<file path="src/hw/rtl/spim_pkg.sv">
// spim_pkg: shared types and constants of the buffered SPI master.
// Used by spim_core, spim_out_buf and spi_master_buffered_shift; no dependencies.
package spim_pkg;

   localparam int DATA_WIDTH   = 32;
   localparam int INDEX_WIDTH  = 5;
   localparam int LENGTH_WIDTH = 9;
   localparam int CSR_WIDTH    = 14;
   localparam int ADDR_WORDS   = 16;

   typedef enum logic [1:0] {
      CMD_WRITE = 2'd0,
      CMD_READ  = 2'd1,
      CMD_TICK  = 2'd2
   } cmd_type;

   localparam logic [INDEX_WIDTH-1:0] REG_LENGTH = 5'd16;
   localparam logic [INDEX_WIDTH-1:0] REG_START  = 5'd17;

   localparam logic CSR_PRESCALE = 1'b0;
   localparam logic CSR_MODE     = 1'b1;

   typedef struct packed {
      logic [DATA_WIDTH-1:0] read_value;
      logic                  sclk_level;
      logic                  mosi_level;
      logic                  busy_res;
   } rsp_type;

endpackage

</file>
<file path="src/hw/rtl/spim_out_buf.sv">
// spim_out_buf: two-entry response queue that decouples the core from the
// response channel. Depends on spim_pkg for the response type.
module spim_out_buf (
   input  logic              clock,
   input  logic              reset,
   input  logic              in_valid,
   output logic              in_ready,
   input  spim_pkg::rsp_type in_data,
   output logic              out_valid,
   input  logic              out_ready,
   output spim_pkg::rsp_type out_data
);

   logic              v0_ff, v0_in;
   logic              v1_ff, v1_in;
   spim_pkg::rsp_type slot0_ff, slot0_in;
   spim_pkg::rsp_type slot1_ff, slot1_in;
   logic              push;
   logic              pop;

   assign in_ready  = !v1_ff;
   assign out_valid = v0_ff;
   assign out_data  = slot0_ff;
   assign push      = in_valid && !v1_ff;
   assign pop       = v0_ff && out_ready;

   always_comb begin
      v0_in    = v0_ff;
      v1_in    = v1_ff;
      slot0_in = slot0_ff;
      slot1_in = slot1_ff;
      if (!v0_ff) begin
         if (push) begin
            slot0_in = in_data;
            v0_in    = 1'b1;
         end
      end else if (!v1_ff) begin
         if (pop && push) begin
            slot0_in = in_data;
         end else if (pop) begin
            v0_in = 1'b0;
         end else if (push) begin
            slot1_in = in_data;
            v1_in    = 1'b1;
         end
      end else if (pop) begin
         slot0_in = slot1_ff;
         v1_in    = 1'b0;
      end
   end

   always_ff @(posedge clock) begin
      if (reset) begin
         v0_ff <= 1'b0;
         v1_ff <= 1'b0;
      end else begin
         v0_ff <= v0_in;
         v1_ff <= v1_in;
      end
      slot0_ff <= slot0_in;
      slot1_ff <= slot1_in;
   end

endmodule

</file>
<file path="src/hw/rtl/spim_core.sv">
// spim_core: request decode, transfer sequencer, word buffer memory and the
// request result stage. Depends on spim_pkg.
module spim_core #(
   parameter int BUFFER_WORDS = 16,
   parameter int PRESCALE_MAX = 8192
) (
   input  logic                                clock,
   input  logic                                reset,
   input  logic                                req_valid,
   output logic                                req_ready,
   input  logic [1:0]                          req_cmd,
   input  logic [spim_pkg::INDEX_WIDTH-1:0]    req_reg_index,
   input  logic [spim_pkg::DATA_WIDTH-1:0]     req_write_value,
   input  logic                                req_miso_bit,
   input  logic                                csr_we,
   input  logic                                csr_index,
   input  logic [spim_pkg::CSR_WIDTH-1:0]      csr_wdata,
   output logic                                out_valid,
   input  logic                                out_ready,
   output spim_pkg::rsp_type                   out_data
);

   localparam int AW = (BUFFER_WORDS > 1) ? $clog2(BUFFER_WORDS) : 1;
   localparam int TW = $clog2(PRESCALE_MAX);
   localparam int HW = $clog2(PRESCALE_MAX + 1);
   localparam int LW = spim_pkg::LENGTH_WIDTH;
   localparam int DW = spim_pkg::DATA_WIDTH;

   logic [DW-1:0] data_mem [BUFFER_WORDS];

   logic [LW-1:0] length_ff, length_in;
   logic [LW-1:0] bitpos_ff, bitpos_in;
   logic [TW-1:0] tick_ff, tick_in;
   logic [HW-1:0] half_ff, half_in;
   logic [1:0]    mode_ff, mode_in;
   logic          phase_ff, phase_in;
   logic          active_ff, active_in;
   logic          sclk_ff, sclk_in;
   logic          mosi_ff, mosi_in;
   logic [DW-1:0] word0_ff, word0_in;
   logic [DW-1:0] work_ff, work_in;
   logic [DW-1:0] next_ff;
   logic [DW-1:0] rdata_ff;

   logic              s1_valid_ff, s1_valid_in;
   logic              s1_sel_mem_ff;
   spim_pkg::rsp_type s1_res_ff, s1_res_in;

   logic          accept;
   logic          cpol, cpha;
   logic [3:0]    wcur;
   logic [4:0]    nidx;
   logic          cur_is0, cur_ok, new_ok;
   logic [4:0]    bsel, nsel;
   logic [LW-1:0] newpos;
   logic          last_tick;
   logic          idx_word;
   logic          put_now;
   logic [DW-1:0] cw;
   logic          mem_we;
   logic [AW-1:0] mem_waddr;
   logic [DW-1:0] mem_wdata;
   logic          rd_en;
   logic          sel_mem;
   logic [DW-1:0] rd_dir;

   assign req_ready = !s1_valid_ff || out_ready;
   assign accept    = req_valid && req_ready;
   assign out_valid = s1_valid_ff;

   assign cpol      = mode_ff[1];
   assign cpha      = mode_ff[0];
   assign wcur      = bitpos_ff[8:5];
   assign nidx      = {1'b0, wcur} + 5'd1;
   assign cur_is0   = (wcur == 4'd0);
   assign cur_ok    = 32'(wcur) < BUFFER_WORDS;
   assign bsel      = {bitpos_ff[4:3], ~bitpos_ff[2:0]};
   assign newpos    = bitpos_ff + LW'(1);
   assign nsel      = {newpos[4:3], ~newpos[2:0]};
   assign new_ok    = 32'(newpos[8:5]) < BUFFER_WORDS;
   assign last_tick = (HW'(tick_ff) + HW'(1)) >= half_ff;
   assign idx_word  = (32'(req_reg_index) < spim_pkg::ADDR_WORDS)
                      && (32'(req_reg_index) < BUFFER_WORDS);
   assign put_now   = accept && (req_cmd == spim_pkg::CMD_TICK) && active_ff
                      && last_tick && cur_ok && (phase_ff ? cpha : !cpha);

   always_comb begin
      length_in = length_ff;
      bitpos_in = bitpos_ff;
      tick_in   = tick_ff;
      half_in   = half_ff;
      mode_in   = mode_ff;
      phase_in  = phase_ff;
      active_in = active_ff;
      sclk_in   = sclk_ff;
      mosi_in   = mosi_ff;
      word0_in  = word0_ff;
      work_in   = work_ff;
      mem_we    = 1'b0;
      mem_waddr = AW'(wcur);
      rd_en     = 1'b0;
      sel_mem   = 1'b0;
      rd_dir    = '0;

      cw = cur_is0 ? word0_ff : work_ff;
      if (put_now) begin
         cw[bsel] = req_miso_bit;
         if (cur_is0) begin
            word0_in = cw;
         end else begin
            work_in = cw;
         end
      end
      mem_wdata = cw;

      if (csr_we && !active_ff) begin
         case (csr_index)
            spim_pkg::CSR_PRESCALE: begin
               if (csr_wdata == '0) begin
                  half_in = HW'(1);
               end else if (32'(csr_wdata) > PRESCALE_MAX) begin
                  half_in = HW'(PRESCALE_MAX);
               end else begin
                  half_in = HW'(csr_wdata);
               end
            end
            spim_pkg::CSR_MODE: begin
               mode_in = csr_wdata[1:0];
               sclk_in = csr_wdata[1];
            end
            default: ;
         endcase
      end

      if (accept) begin
         case (req_cmd)
            spim_pkg::CMD_WRITE: begin
               if (!active_ff) begin
                  if (idx_word) begin
                     if (req_reg_index == '0) begin
                        word0_in = req_write_value;
                     end else begin
                        mem_we    = 1'b1;
                        mem_waddr = AW'(req_reg_index);
                        mem_wdata = req_write_value;
                     end
                  end else if (req_reg_index == spim_pkg::REG_LENGTH) begin
                     length_in = req_write_value[LW-1:0];
                  end else if (req_reg_index == spim_pkg::REG_START
                               && req_write_value[0]) begin
                     active_in = 1'b1;
                     bitpos_in = '0;
                     tick_in   = '0;
                     phase_in  = 1'b0;
                     sclk_in   = cpol;
                     if (!cpha) begin
                        mosi_in = word0_ff[7];
                     end
                  end
               end
            end
            spim_pkg::CMD_READ: begin
               if (idx_word) begin
                  if (req_reg_index == '0) begin
                     rd_dir = word0_ff;
                  end else if (active_ff && req_reg_index[3:0] == wcur) begin
                     rd_dir = work_ff;
                  end else begin
                     sel_mem = 1'b1;
                     rd_en   = 1'b1;
                  end
               end else if (req_reg_index == spim_pkg::REG_LENGTH) begin
                  rd_dir = DW'(length_ff);
               end else if (req_reg_index == spim_pkg::REG_START) begin
                  rd_dir = DW'(active_ff);
               end
            end
            spim_pkg::CMD_TICK: begin
               if (active_ff) begin
                  if (!last_tick) begin
                     tick_in = tick_ff + TW'(1);
                  end else begin
                     tick_in = '0;
                     if (!phase_ff) begin
                        // leading edge
                        sclk_in  = ~cpol;
                        phase_in = 1'b1;
                        if (cpha) begin
                           mosi_in = cur_ok && cw[bsel];
                        end
                     end else begin
                        // trailing edge
                        sclk_in  = cpol;
                        phase_in = 1'b0;
                        if (bitpos_ff >= length_ff) begin
                           active_in = 1'b0;
                           bitpos_in = '0;
                           if (!cur_is0 && cur_ok) begin
                              mem_we = 1'b1;
                           end
                        end else begin
                           bitpos_in = newpos;
                           if (newpos[4:0] == 5'd0) begin
                              if (!cur_is0 && cur_ok) begin
                                 mem_we = 1'b1;
                              end
                              work_in = next_ff;
                              if (!cpha) begin
                                 mosi_in = new_ok && next_ff[nsel];
                              end
                           end else if (!cpha) begin
                              mosi_in = cur_ok && cw[nsel];
                           end
                        end
                     end
                  end
               end
            end
            default: ;
         endcase
      end

      s1_res_in.read_value = rd_dir;
      s1_res_in.sclk_level = sclk_in;
      s1_res_in.mosi_level = mosi_in;
      s1_res_in.busy_res   = active_in;
      s1_valid_in          = accept || (s1_valid_ff && !out_ready);
   end

   always_comb begin
      out_data = s1_res_ff;
      if (s1_sel_mem_ff) begin
         out_data.read_value = rdata_ff;
      end
   end

   // word buffer: one write port, bus read port and prefetch read port
   always_ff @(posedge clock) begin
      if (mem_we) begin
         data_mem[mem_waddr] <= mem_wdata;
      end
      if (rd_en) begin
         rdata_ff <= data_mem[AW'(req_reg_index)];
      end
      next_ff <= data_mem[AW'(nidx)];
   end

   always_ff @(posedge clock) begin
      if (reset) begin
         length_ff   <= '0;
         bitpos_ff   <= '0;
         tick_ff     <= '0;
         half_ff     <= HW'(1);
         mode_ff     <= '0;
         phase_ff    <= 1'b0;
         active_ff   <= 1'b0;
         sclk_ff     <= 1'b0;
         mosi_ff     <= 1'b0;
         s1_valid_ff <= 1'b0;
      end else begin
         length_ff   <= length_in;
         bitpos_ff   <= bitpos_in;
         tick_ff     <= tick_in;
         half_ff     <= half_in;
         mode_ff     <= mode_in;
         phase_ff    <= phase_in;
         active_ff   <= active_in;
         sclk_ff     <= sclk_in;
         mosi_ff     <= mosi_in;
         s1_valid_ff <= s1_valid_in;
      end
      word0_ff <= word0_in;
      work_ff  <= work_in;
      if (accept) begin
         s1_res_ff     <= s1_res_in;
         s1_sel_mem_ff <= sel_mem;
      end
   end

endmodule

</file>
<file path="src/hw/rtl/spi_master_buffered_shift.sv">
// Buffered SPI master, modes 0 to 3, one response per request.
// Each response is registered in the result stage, then in the response queue.
// Throughput: one request per cycle unless the result stage waits on a full
// two-entry response queue; both let requests flow while responses wait.
// Reset: synchronous, active high; control state clears, buffer words stay
// undefined until written.
module spi_master_buffered_shift #(
   parameter int BUFFER_WORDS = 16,
   parameter int PRESCALE_MAX = 8192
) (
   input  logic                             clock,
   input  logic                             reset,
   input  logic                             req_valid,
   output logic                             req_ready,
   input  logic [1:0]                       req_cmd,
   input  logic [spim_pkg::INDEX_WIDTH-1:0] req_reg_index,
   input  logic [spim_pkg::DATA_WIDTH-1:0]  req_write_value,
   input  logic                             req_miso_bit,
   output logic                             rsp_valid,
   input  logic                             rsp_ready,
   output logic [spim_pkg::DATA_WIDTH-1:0]  rsp_read_value,
   output logic                             rsp_sclk_level,
   output logic                             rsp_mosi_level,
   output logic                             rsp_busy_res,
   input  logic                             csr_we,
   input  logic                             csr_index,
   input  logic [spim_pkg::CSR_WIDTH-1:0]   csr_wdata
);

   logic              core_valid;
   logic              buf_ready;
   spim_pkg::rsp_type core_data;
   spim_pkg::rsp_type rsp_data;

   spim_core #(
      .BUFFER_WORDS (BUFFER_WORDS),
      .PRESCALE_MAX (PRESCALE_MAX)
   ) u_core (
      .clock           (clock),
      .reset           (reset),
      .req_valid       (req_valid),
      .req_ready       (req_ready),
      .req_cmd         (req_cmd),
      .req_reg_index   (req_reg_index),
      .req_write_value (req_write_value),
      .req_miso_bit    (req_miso_bit),
      .csr_we          (csr_we),
      .csr_index       (csr_index),
      .csr_wdata       (csr_wdata),
      .out_valid       (core_valid),
      .out_ready       (buf_ready),
      .out_data        (core_data)
   );

   spim_out_buf u_out_buf (
      .clock     (clock),
      .reset     (reset),
      .in_valid  (core_valid),
      .in_ready  (buf_ready),
      .in_data   (core_data),
      .out_valid (rsp_valid),
      .out_ready (rsp_ready),
      .out_data  (rsp_data)
   );

   assign rsp_read_value = rsp_data.read_value;
   assign rsp_sclk_level = rsp_data.sclk_level;
   assign rsp_mosi_level = rsp_data.mosi_level;
   assign rsp_busy_res   = rsp_data.busy_res;

endmodule
</file>
<file path="config.mk">
export PLATFORM = sky130hd
export DESIGN_NAME = spi_master_buffered_shift
export DESIGN_NICKNAME = d
export VERILOG_FILES = /design/src/hw/rtl/spim_pkg.sv /design/src/hw/rtl/spim_out_buf.sv /design/src/hw/rtl/spim_core.sv /design/src/hw/rtl/spi_master_buffered_shift.sv
export SDC_FILE = /design/constraint.sdc
export NUM_CORES = 2
export LEC_CHECK = 0
export BUFFER_PORTS_ARGS = -buffer_cell sky130_fd_sc_hd__buf_2
export CORE_MARGIN = 2
export CORE_UTILIZATION = 55
export DETAILED_ROUTE_END_ITERATION = 8
export GPL_ROUTABILITY_DRIVEN = 1
export GPL_TIMING_DRIVEN = 1
export PLACE_DENSITY = 0.69
export SYNTH_ARGS = -nofsm -noshare
export SYNTH_HDL_FRONTEND = slang
export SYNTH_SLANG_ARGS = --single-unit
</file>
<file path="constraint.sdc">
create_clock -name clock -period 9.75 [get_ports clock]
set_input_delay 2.925 -clock clock [delete_from_list [all_inputs] [get_ports clock]]
set_output_delay 2.925 -clock clock [all_outputs]
set_load 0.01 [all_outputs]
</file>
Word level (Yosys, flattened, before mapping)
Memory sizes are Yosys's and may differ from the RTL's. A register that Yosys moved wholly into a read port is not among the register bits.
Cells that the tools add are included.
Widths: inputs -> output; s select.
{"block": "classes", "order_cmp": 7, "add_sub_neg": 4, "n_eq_ne": 14, "reduce_logical": 34, "n_bitwise": 9, "n_mux": 137}
{"cell": "$mux 32", "n": 28}
{"cell": "$mux 35", "n": 5}
{"cell": "$mux 13", "n": 6}
{"cell": "$mux 9", "n": 8}
{"cell": "$mux 1", "n": 71}
{"cell": "$bwmux 32", "n": 1}
{"cell": "$mux 14", "n": 2}
{"cell": "$pmux 13 s2", "n": 1}
{"cell": "$mux 4", "n": 5}
{"cell": "$pmux 9 s2", "n": 1}
{"cell": "$bmux 1 s5", "n": 3}
{"cell": "$add 13x1->14 const B", "n": 1}
{"cell": "$ge 14x14->1", "n": 1}
{"cell": "$gt 14x14->1 const B", "n": 1}
{"cell": "$logic_not 14->1", "n": 1}
{"cell": "$add 13x1->13 const B", "n": 1}
{"cell": "$logic_and 1x1->1", "n": 13}
{"cell": "$lt 5x6->1 const B", "n": 2}
{"cell": "$eq 5x5->1 const B", "n": 2}
{"cell": "$logic_not 5->1", "n": 2}
{"cell": "$pmux 1 s2", "n": 5}
{"cell": "$reduce_and 5->1", "n": 2}
{"cell": "$add 9x1->9 const B", "n": 1}
{"cell": "$ge 9x9->1", "n": 1}
{"cell": "other kinds (22)", "n": 41}
{"block": "word_totals", "memories": 1, "register_bits": 224, "wordCells": 233, "ramBits": 512}
{"name": "u_core.data_mem", "words": 16, "width": 32, "rd": 2, "rd_ports_with_merged_regs": 2, "wr": 1, "line": "spim_core.sv:29", "text": "logic [DW-1:0] data_mem [BUFFER_WORDS];"}

Depth between registers and ports, before layout
{"block": "logic_depth", "ltp_word": 18, "ltp_mapped": 21, "mapped_depth_nobuf": 17}

Hierarchy
A second synthesis with hierarchy kept.
{"block": "unflattened", "cells_unflattened": 2451, "area_unflattened_um2": 38221.7}
{"module": "spim_core", "seq_area_each_um2": 20379.5, "area_each_um2": 35456.5, "instances": 1, "cells_per_inst": 2328}
{"module": "spim_out_buf", "seq_area_each_um2": 2142.1, "area_each_um2": 2765.2, "instances": 1, "cells_per_inst": 123}

Worst setup path after synthesis
OpenSTA, ideal clock, no wires.
{"block": "synth_timing", "kind": "input to register", "start": "input req_cmd[1]", "end": "memory u_core.data_mem[0][0] in the netlist's numbering (enable)", "required_ps": 9249, "n_path_buf": 1, "setup_ps": 501, "arrival_ps": 7562, "path_slack_ps": 1687, "cell_stages": 8, "path_cell_list": "or3_1 -> nor3_1 -> nand2_1 -> nand2_1 -> nand2_1 -> nand2b_1 -> clkbuf_1 -> nor4_1"}
{"block": "synth_via", "elab_chain_len": 5}
{"item": "start, declared", "line": "spi_master_buffered_shift.sv:15", "text": "input logic [1:0] req_cmd,"}
{"item": "$eq 2x2->1 or $logic_not 2->1 (tied branches)", "line": "spim_core.sv:136", "text": "case (req_cmd)"}
{"item": "$pmux 1 s2", "line": "spim_core.sv:136"}
{"item": "$mux 1", "line": "spim_core.sv:135", "text": "if (accept) begin"}
{"item": "$mux 1", "line": "spim_core.sv:239", "text": "if (mem_we) begin"}
{"item": "$mux 1 (implied by the code)", "line": "spim_core.sv:240", "text": "data_mem[mem_waddr] <= mem_wdata;"}
{"item": "end, declared", "line": "spim_core.sv:29"}
Parallel ways exist; a longest one is shown, timed or not.

Worst setup path after layout
{"block": "layout_timing", "start": "input req_valid", "end": "register u_core.s1_res_ff (netlist bit u_core.out_data[1]), data pin"}
{"block": "layout_via", "elab_chain_len": 16}
{"item": "start, declared", "line": "spi_master_buffered_shift.sv:13", "text": "input logic req_valid,"}
{"item": "$logic_and 1x1->1 (*)", "line": "spim_core.sv:68", "text": "assign accept = req_valid && req_ready;"}
{"item": "via u_core.accept", "line": "spim_core.sv:49", "text": "logic accept;"}
{"item": "$logic_and 1x1->1 (2 in series)", "line": "spim_core.sv:84", "text": "assign put_now = accept && (req_cmd == spim_pkg::CMD_TICK) && active_ff"}
{"item": "$logic_and 1x1->1 (2 in series)", "line": "spim_core.sv:85", "text": "&& last_tick && cur_ok && (phase_ff ? cpha : !cpha);"}
{"item": "$mux 32", "line": "spim_core.sv:106", "text": "if (put_now) begin"}
{"item": "$bmux 1 s5", "line": "spim_core.sv:212", "text": "mosi_in = cur_ok && cw[nsel];"}
{"item": "$mux 1 (implied by the code)", "line": "spim_core.sv:212"}
{"item": "$mux 1", "line": "spim_core.sv:211", "text": "end else if (!cpha) begin"}
{"item": "$mux 1", "line": "spim_core.sv:203", "text": "if (newpos[4:0] == 5'd0) begin"}
{"item": "$mux 1", "line": "spim_core.sv:195", "text": "if (bitpos_ff >= length_ff) begin"}
{"item": "$mux 1", "line": "spim_core.sv:184", "text": "if (!phase_ff) begin"}
{"item": "$mux 1", "line": "spim_core.sv:180", "text": "if (!last_tick) begin"}
{"item": "$mux 1", "line": "spim_core.sv:179", "text": "if (active_ff) begin"}
{"item": "$pmux 1 s2", "line": "spim_core.sv:136"}
{"item": "$mux 1 (*)", "line": "spim_core.sv:135"}
{"item": "via u_core.mosi_in", "line": "spim_core.sv:39", "text": "logic mosi_ff, mosi_in;"}
{"item": "end signal, assigned", "line": "spim_core.sv:275", "text": "s1_res_ff <= s1_res_in;"}
{"item": "end, declared", "line": "spim_core.sv:47", "text": "spim_pkg::rsp_type s1_res_ff, s1_res_in;"}
The timed path passes the listed nets; every way through them passes the cells marked *. The select of a mux whose other input is x is not followed.
A chain may end at the register's enable or synchronous reset.

==> impl_results.md <==
* Status: complete, no violations
* Power share of the sequential group at 0.503
* RSZ-0062 raised after global routing: no
* Largest net degree at the start of global routing at 108
* Logic pwr share at 0.061
* ANT nets after route at 0
* FF-to-FF End: u_core.data_mem[3][8]$_DFFE_PP_
* R2r setup slk at 3430 ps
* Startpoint Class: primary input
* CTS tree: yes
* Area grow syn2layout at 11.8%
* CTS sink cnt at 800
* Num ports at 97
* Clock root cell: clkbuf_16
* Number of synthesized register bits at 800
* Routed WL at 108 mm
* Post-detail-place hpwl at 68.8 mm
* Post-cts gate resize count at 0
* GP Congestion at 0.943
* Final setup fails at 0
* Syn_nets at 2515
* Hold buffers post-CTS at 0
* Clk pin slew, worst setup/hold paths at 60 ps
* Clk network pwr share at 0.436
* Vias at 23.5k
* Internal power at 0.00585 W
* Switch Pwr at 0.00167 W
* Final Hold Vio Count at 0
* Static Leakage at 13.9 nW
* DRT Pass-1 Iters at 6
* F_max at 0.145 GHz
* Prevailing post-synth register cell: edfxtp_1
* YS warnings at 0
* # DRC at 0
* Max-Slew Margin vs Limit at 0.125
* Via density at 6.72
* Post-Synthesis Cells at 2424
* Power Density at 177 nW/µm²
* Worst min path class: register to register
* CP Max Fanout at 38
* Grt ovf at 0
* Post-synth ARST share at 0
* Avg Cell Area, Syn at 15.7 µm²
* Switch share at 0.222
* H-tree Lvls at 3
* Crit path to: u_core.out_data[1]$_DFFE_PP_
* Mean routed wirelength per cell at 30.9 µm
* Crit-path cells: buf_2 > nand2_2 > clkinv_2 > nand2_4 > or3_1 > a21oi_4 > buf_4 > mux2_2 > a221oi_1 > o21ai_0 > nand4_1 > a22o_1 > nor2_1
* Clock tree buffer depth at 3
* TNS Setup at 0 ps
* Initial antenna violation count at 4
* CP max stage cell: or3_1
* PortBufs at 96
* Crit path launch: req_valid
* Tcrit/Tclk final at 0.708
* Number of global-route vias before repair at 23.8k
* Final Max Tran Viols at 0
* Crit Path Category: primary input to register
* Origin of the critical flop-to-flop path: u_core.tick_ff[0]$_SDFFE_PP0P_
* First-pass GRT wire length at 158 mm
* Hold_ws at 440 ps
* CTS Buf Count at 83
* CP Data Required Time at 10130 ps
* CP arrival at 7290 ps
* Nets at 2583
* Chip width at 267 µm
* Critical path's largest stage delay at 620 ps
* Die ar. at 71300 µm²
* EDFF count, synth at 650
* Worst r2r path cells at 18
* Core ar. at 68600 µm²
* Rows at 96
* Max_cap viols at 0
* Multi-input logic area at 14800 µm²
* Die height at 267 µm
* Post-CTS setup buffer count at 0
* GRT Resource Usage Total at 0.308
* Synth cell types at 77
* Worst vdd ir at 141 µV
* Worst Skew at 29.7 ps
* CP endpoint kind: register
* Syn Std Cell Area at 38000 µm²
* Initial Util at 0.555
* Fin crit period at 6910 ps
* Violation count after the first detailed-route iteration at 2782
* FILL cells at 4879
* Seq/Total Area, Yosys at 0.592
* Least-Margin Pin Slew at 1310 ps
* Clock Latency Late Sink at 660 ps
* Register Area at 22500 µm²
* Share of layout cells above drive strength 1 at 0.311
cell usage after synthesis (all sizes together) (3+ instances only):
library cell	number	area share
edfxtp	650	0.51
mux4	327	0.19
nand2	161	0.016
dfxtp	150	0.079
nor2	133	0.013
a21oi	127	0.017
mux2	123	0.036
o21ai	118	0.016
clkbuf	117	0.012
mux2i	111	0.029
buf	61	0.0087
nand3	39	0.0051
inv	35	0.0035
ha	31	0.010
nor4	21	0.0035
a31oi	20	0.0033
a22oi	16	0.0032
nor3	15	0.0022
xor2	12	0.0028
and3	10	0.0016
xnor2	10	0.0023
a211oi	9	0.0018
nand2b	9	0.0015
nor3b	8	0.0020
a2111oi	7	0.0021
a21o	7	0.0014
and2	7	0.0012
nand4	7	0.0012
nand3b	6	0.0012
o21a	6	0.0012
a221oi	5	0.0012
nor2b	5	0.00082
o211ai	5	0.00099
or3	5	0.00082
a22o	4	0.00092
o31ai	4	0.00092
and3b	3	0.00069
nand4b	3	0.00069
o221ai	3	0.00069
or2	3	0.00049
or3b	3	0.00069
or4	3	0.00059
sequential cells by signal, summed over array words and instances (netlist names), 2 cells and up:
| register | count |
|---|---|
| u_core.out_data | 3 |
| u_core.data_mem | 512 |
| u_out_buf.slot1_ff | 35 |
| u_core.rdata_ff | 32 |
| u_core.half_ff | 14 |
| u_core.mode_ff | 2 |
| u_core.work_ff | 32 |
| u_core.length_ff | 9 |
| u_core.next_ff | 32 |
| u_core.tick_ff | 13 |
| u_core.bitpos_ff | 9 |
| u_core.s1_res_ff | 32 |
| u_out_buf.out_data | 35 |
| u_core.word0_ff | 32 |
worst max-delay path, delay by kind of cell:
family                 cells  cell delay (ps)
AO/OA/AOI/OAI              4             1450
AND/OR/NAND/NOR            5             1330
multiplexers               1              430
buffers and inverters      3             1130
cell type report:
class / count / area share
Timing Repair Buffer: 161 / 0.0237
Inverter: 37 / 0.00330
Sequential cell: 800 / 0.530
Clock buffer: 111 / 0.0546
Tap cell: 931 / 0.0274
Antenna cell: 2 / 0.000118
Multi-Input combinational cell: 1409 / 0.348
Clock inverter: 44 / 0.0126
cell usage in the layout, fill, tap and decap left out, types with 35 or more instances in the layout:
| cell type | n |
|---|---|
| mux2i_1 | 111 |
| nand3_1 | 39 |
| nor2_1 | 125 |
| buf_4 | 63 |
| edfxtp_1 | 650 |
| clkbuf_16 | 84 |
| dfxtp_1 | 149 |
| o21ai_0 | 116 |
| a21oi_1 | 124 |
| inv_1 | 35 |
| mux4_2 | 326 |
| buf_2 | 94 |
| nand2_1 | 155 |
| mux2_2 | 122 |
stage by stage:
stage / instance area [µm²] / setup WS [ps] / util / instances / power, W
5_1_grt: 42500 / 2740 / 0.620 / 3495 / 0.00772
3_3_place_gp: 39600 / 2370 / 0.578 / 3338 / 0.00429
3_5_place_dp: 39600 / 2300 / 0.578 / 3338 / 0.00430
2_1_floorplan: 38000 / 1690 / - / 2424 / 0.00412
6_report: 42500 / 2840 / 0.620 / 3495 / 0.00752
4_1_cts: 42500 / 2970 / 0.620 / 3493 / 0.00756
metal layers:
metal | part of all wire | vias to the layer above | wire length (µm) | track usage
met4 | 0.029 | 2 | 3100 | 0.0944
met1 | 0.39 | 12078 | 42100 | 0.412
met2 | 0.47 | 1328 | 51200 | 0.486
met5 | 0.00017 | - | 18 | 0
met3 | 0.11 | 200 | 11700 | 0.0972
li1 | - | 9861 | - | -
worst min path at each step:
stage | slack (ps) | from | endpoint | cells past startpoint
final | 440 | u_core.next_ff[14]$_DFF_P_ | u_core.work_ff[14]$_DFF_P_ | 2
after global placement | 420 | u_core.next_ff[11]$_DFF_P_ | u_core.work_ff[11]$_DFF_P_ | 2
after CTS | 450 | u_core.next_ff[14]$_DFF_P_ | u_core.work_ff[14]$_DFF_P_ | 2
after detailed placement | 430 | u_core.next_ff[1]$_DFF_P_ | u_core.work_ff[1]$_DFF_P_ | 2
after floorplan | 400 | u_core.next_ff[0]$_DFF_P_ | u_core.work_ff[0]$_DFF_P_ | 2
after global routing | 470 | u_core.next_ff[1]$_DFF_P_ | u_core.work_ff[1]$_DFF_P_ | 2
power by group through the flow:
stage               Clock [W]  Sequential (W)  Combinational (W)
finish                0.00328         0.00378           0.000457
global route          0.00345         0.00378           0.000486
CTS                   0.00333         0.00378           0.000450
detailed placement          0         0.00385           0.000449
global placement            0         0.00385           0.000437
floorplan                   0         0.00385           0.000267
logic make-up (layout without fill, tap and decap cells):
| group | after synthesis | in the layout | share of synthesized area |
|---|---|---|---|
| mux | 561 | 561 | 0.259 |
| flops | 800 | 800 | 0.592 |
| compound gates | 352 | 352 | 0.0551 |
| buf+inv | 215 | 353 | 0.0240 |
| other cells | 0 | 2 | 0 |
| xor+xnor | 22 | 22 | 0.00506 |
| simple gates | 442 | 442 | 0.0541 |
| fa+ha+maj | 32 | 32 | 0.0105 |
(Power assumes the default switching activity.)
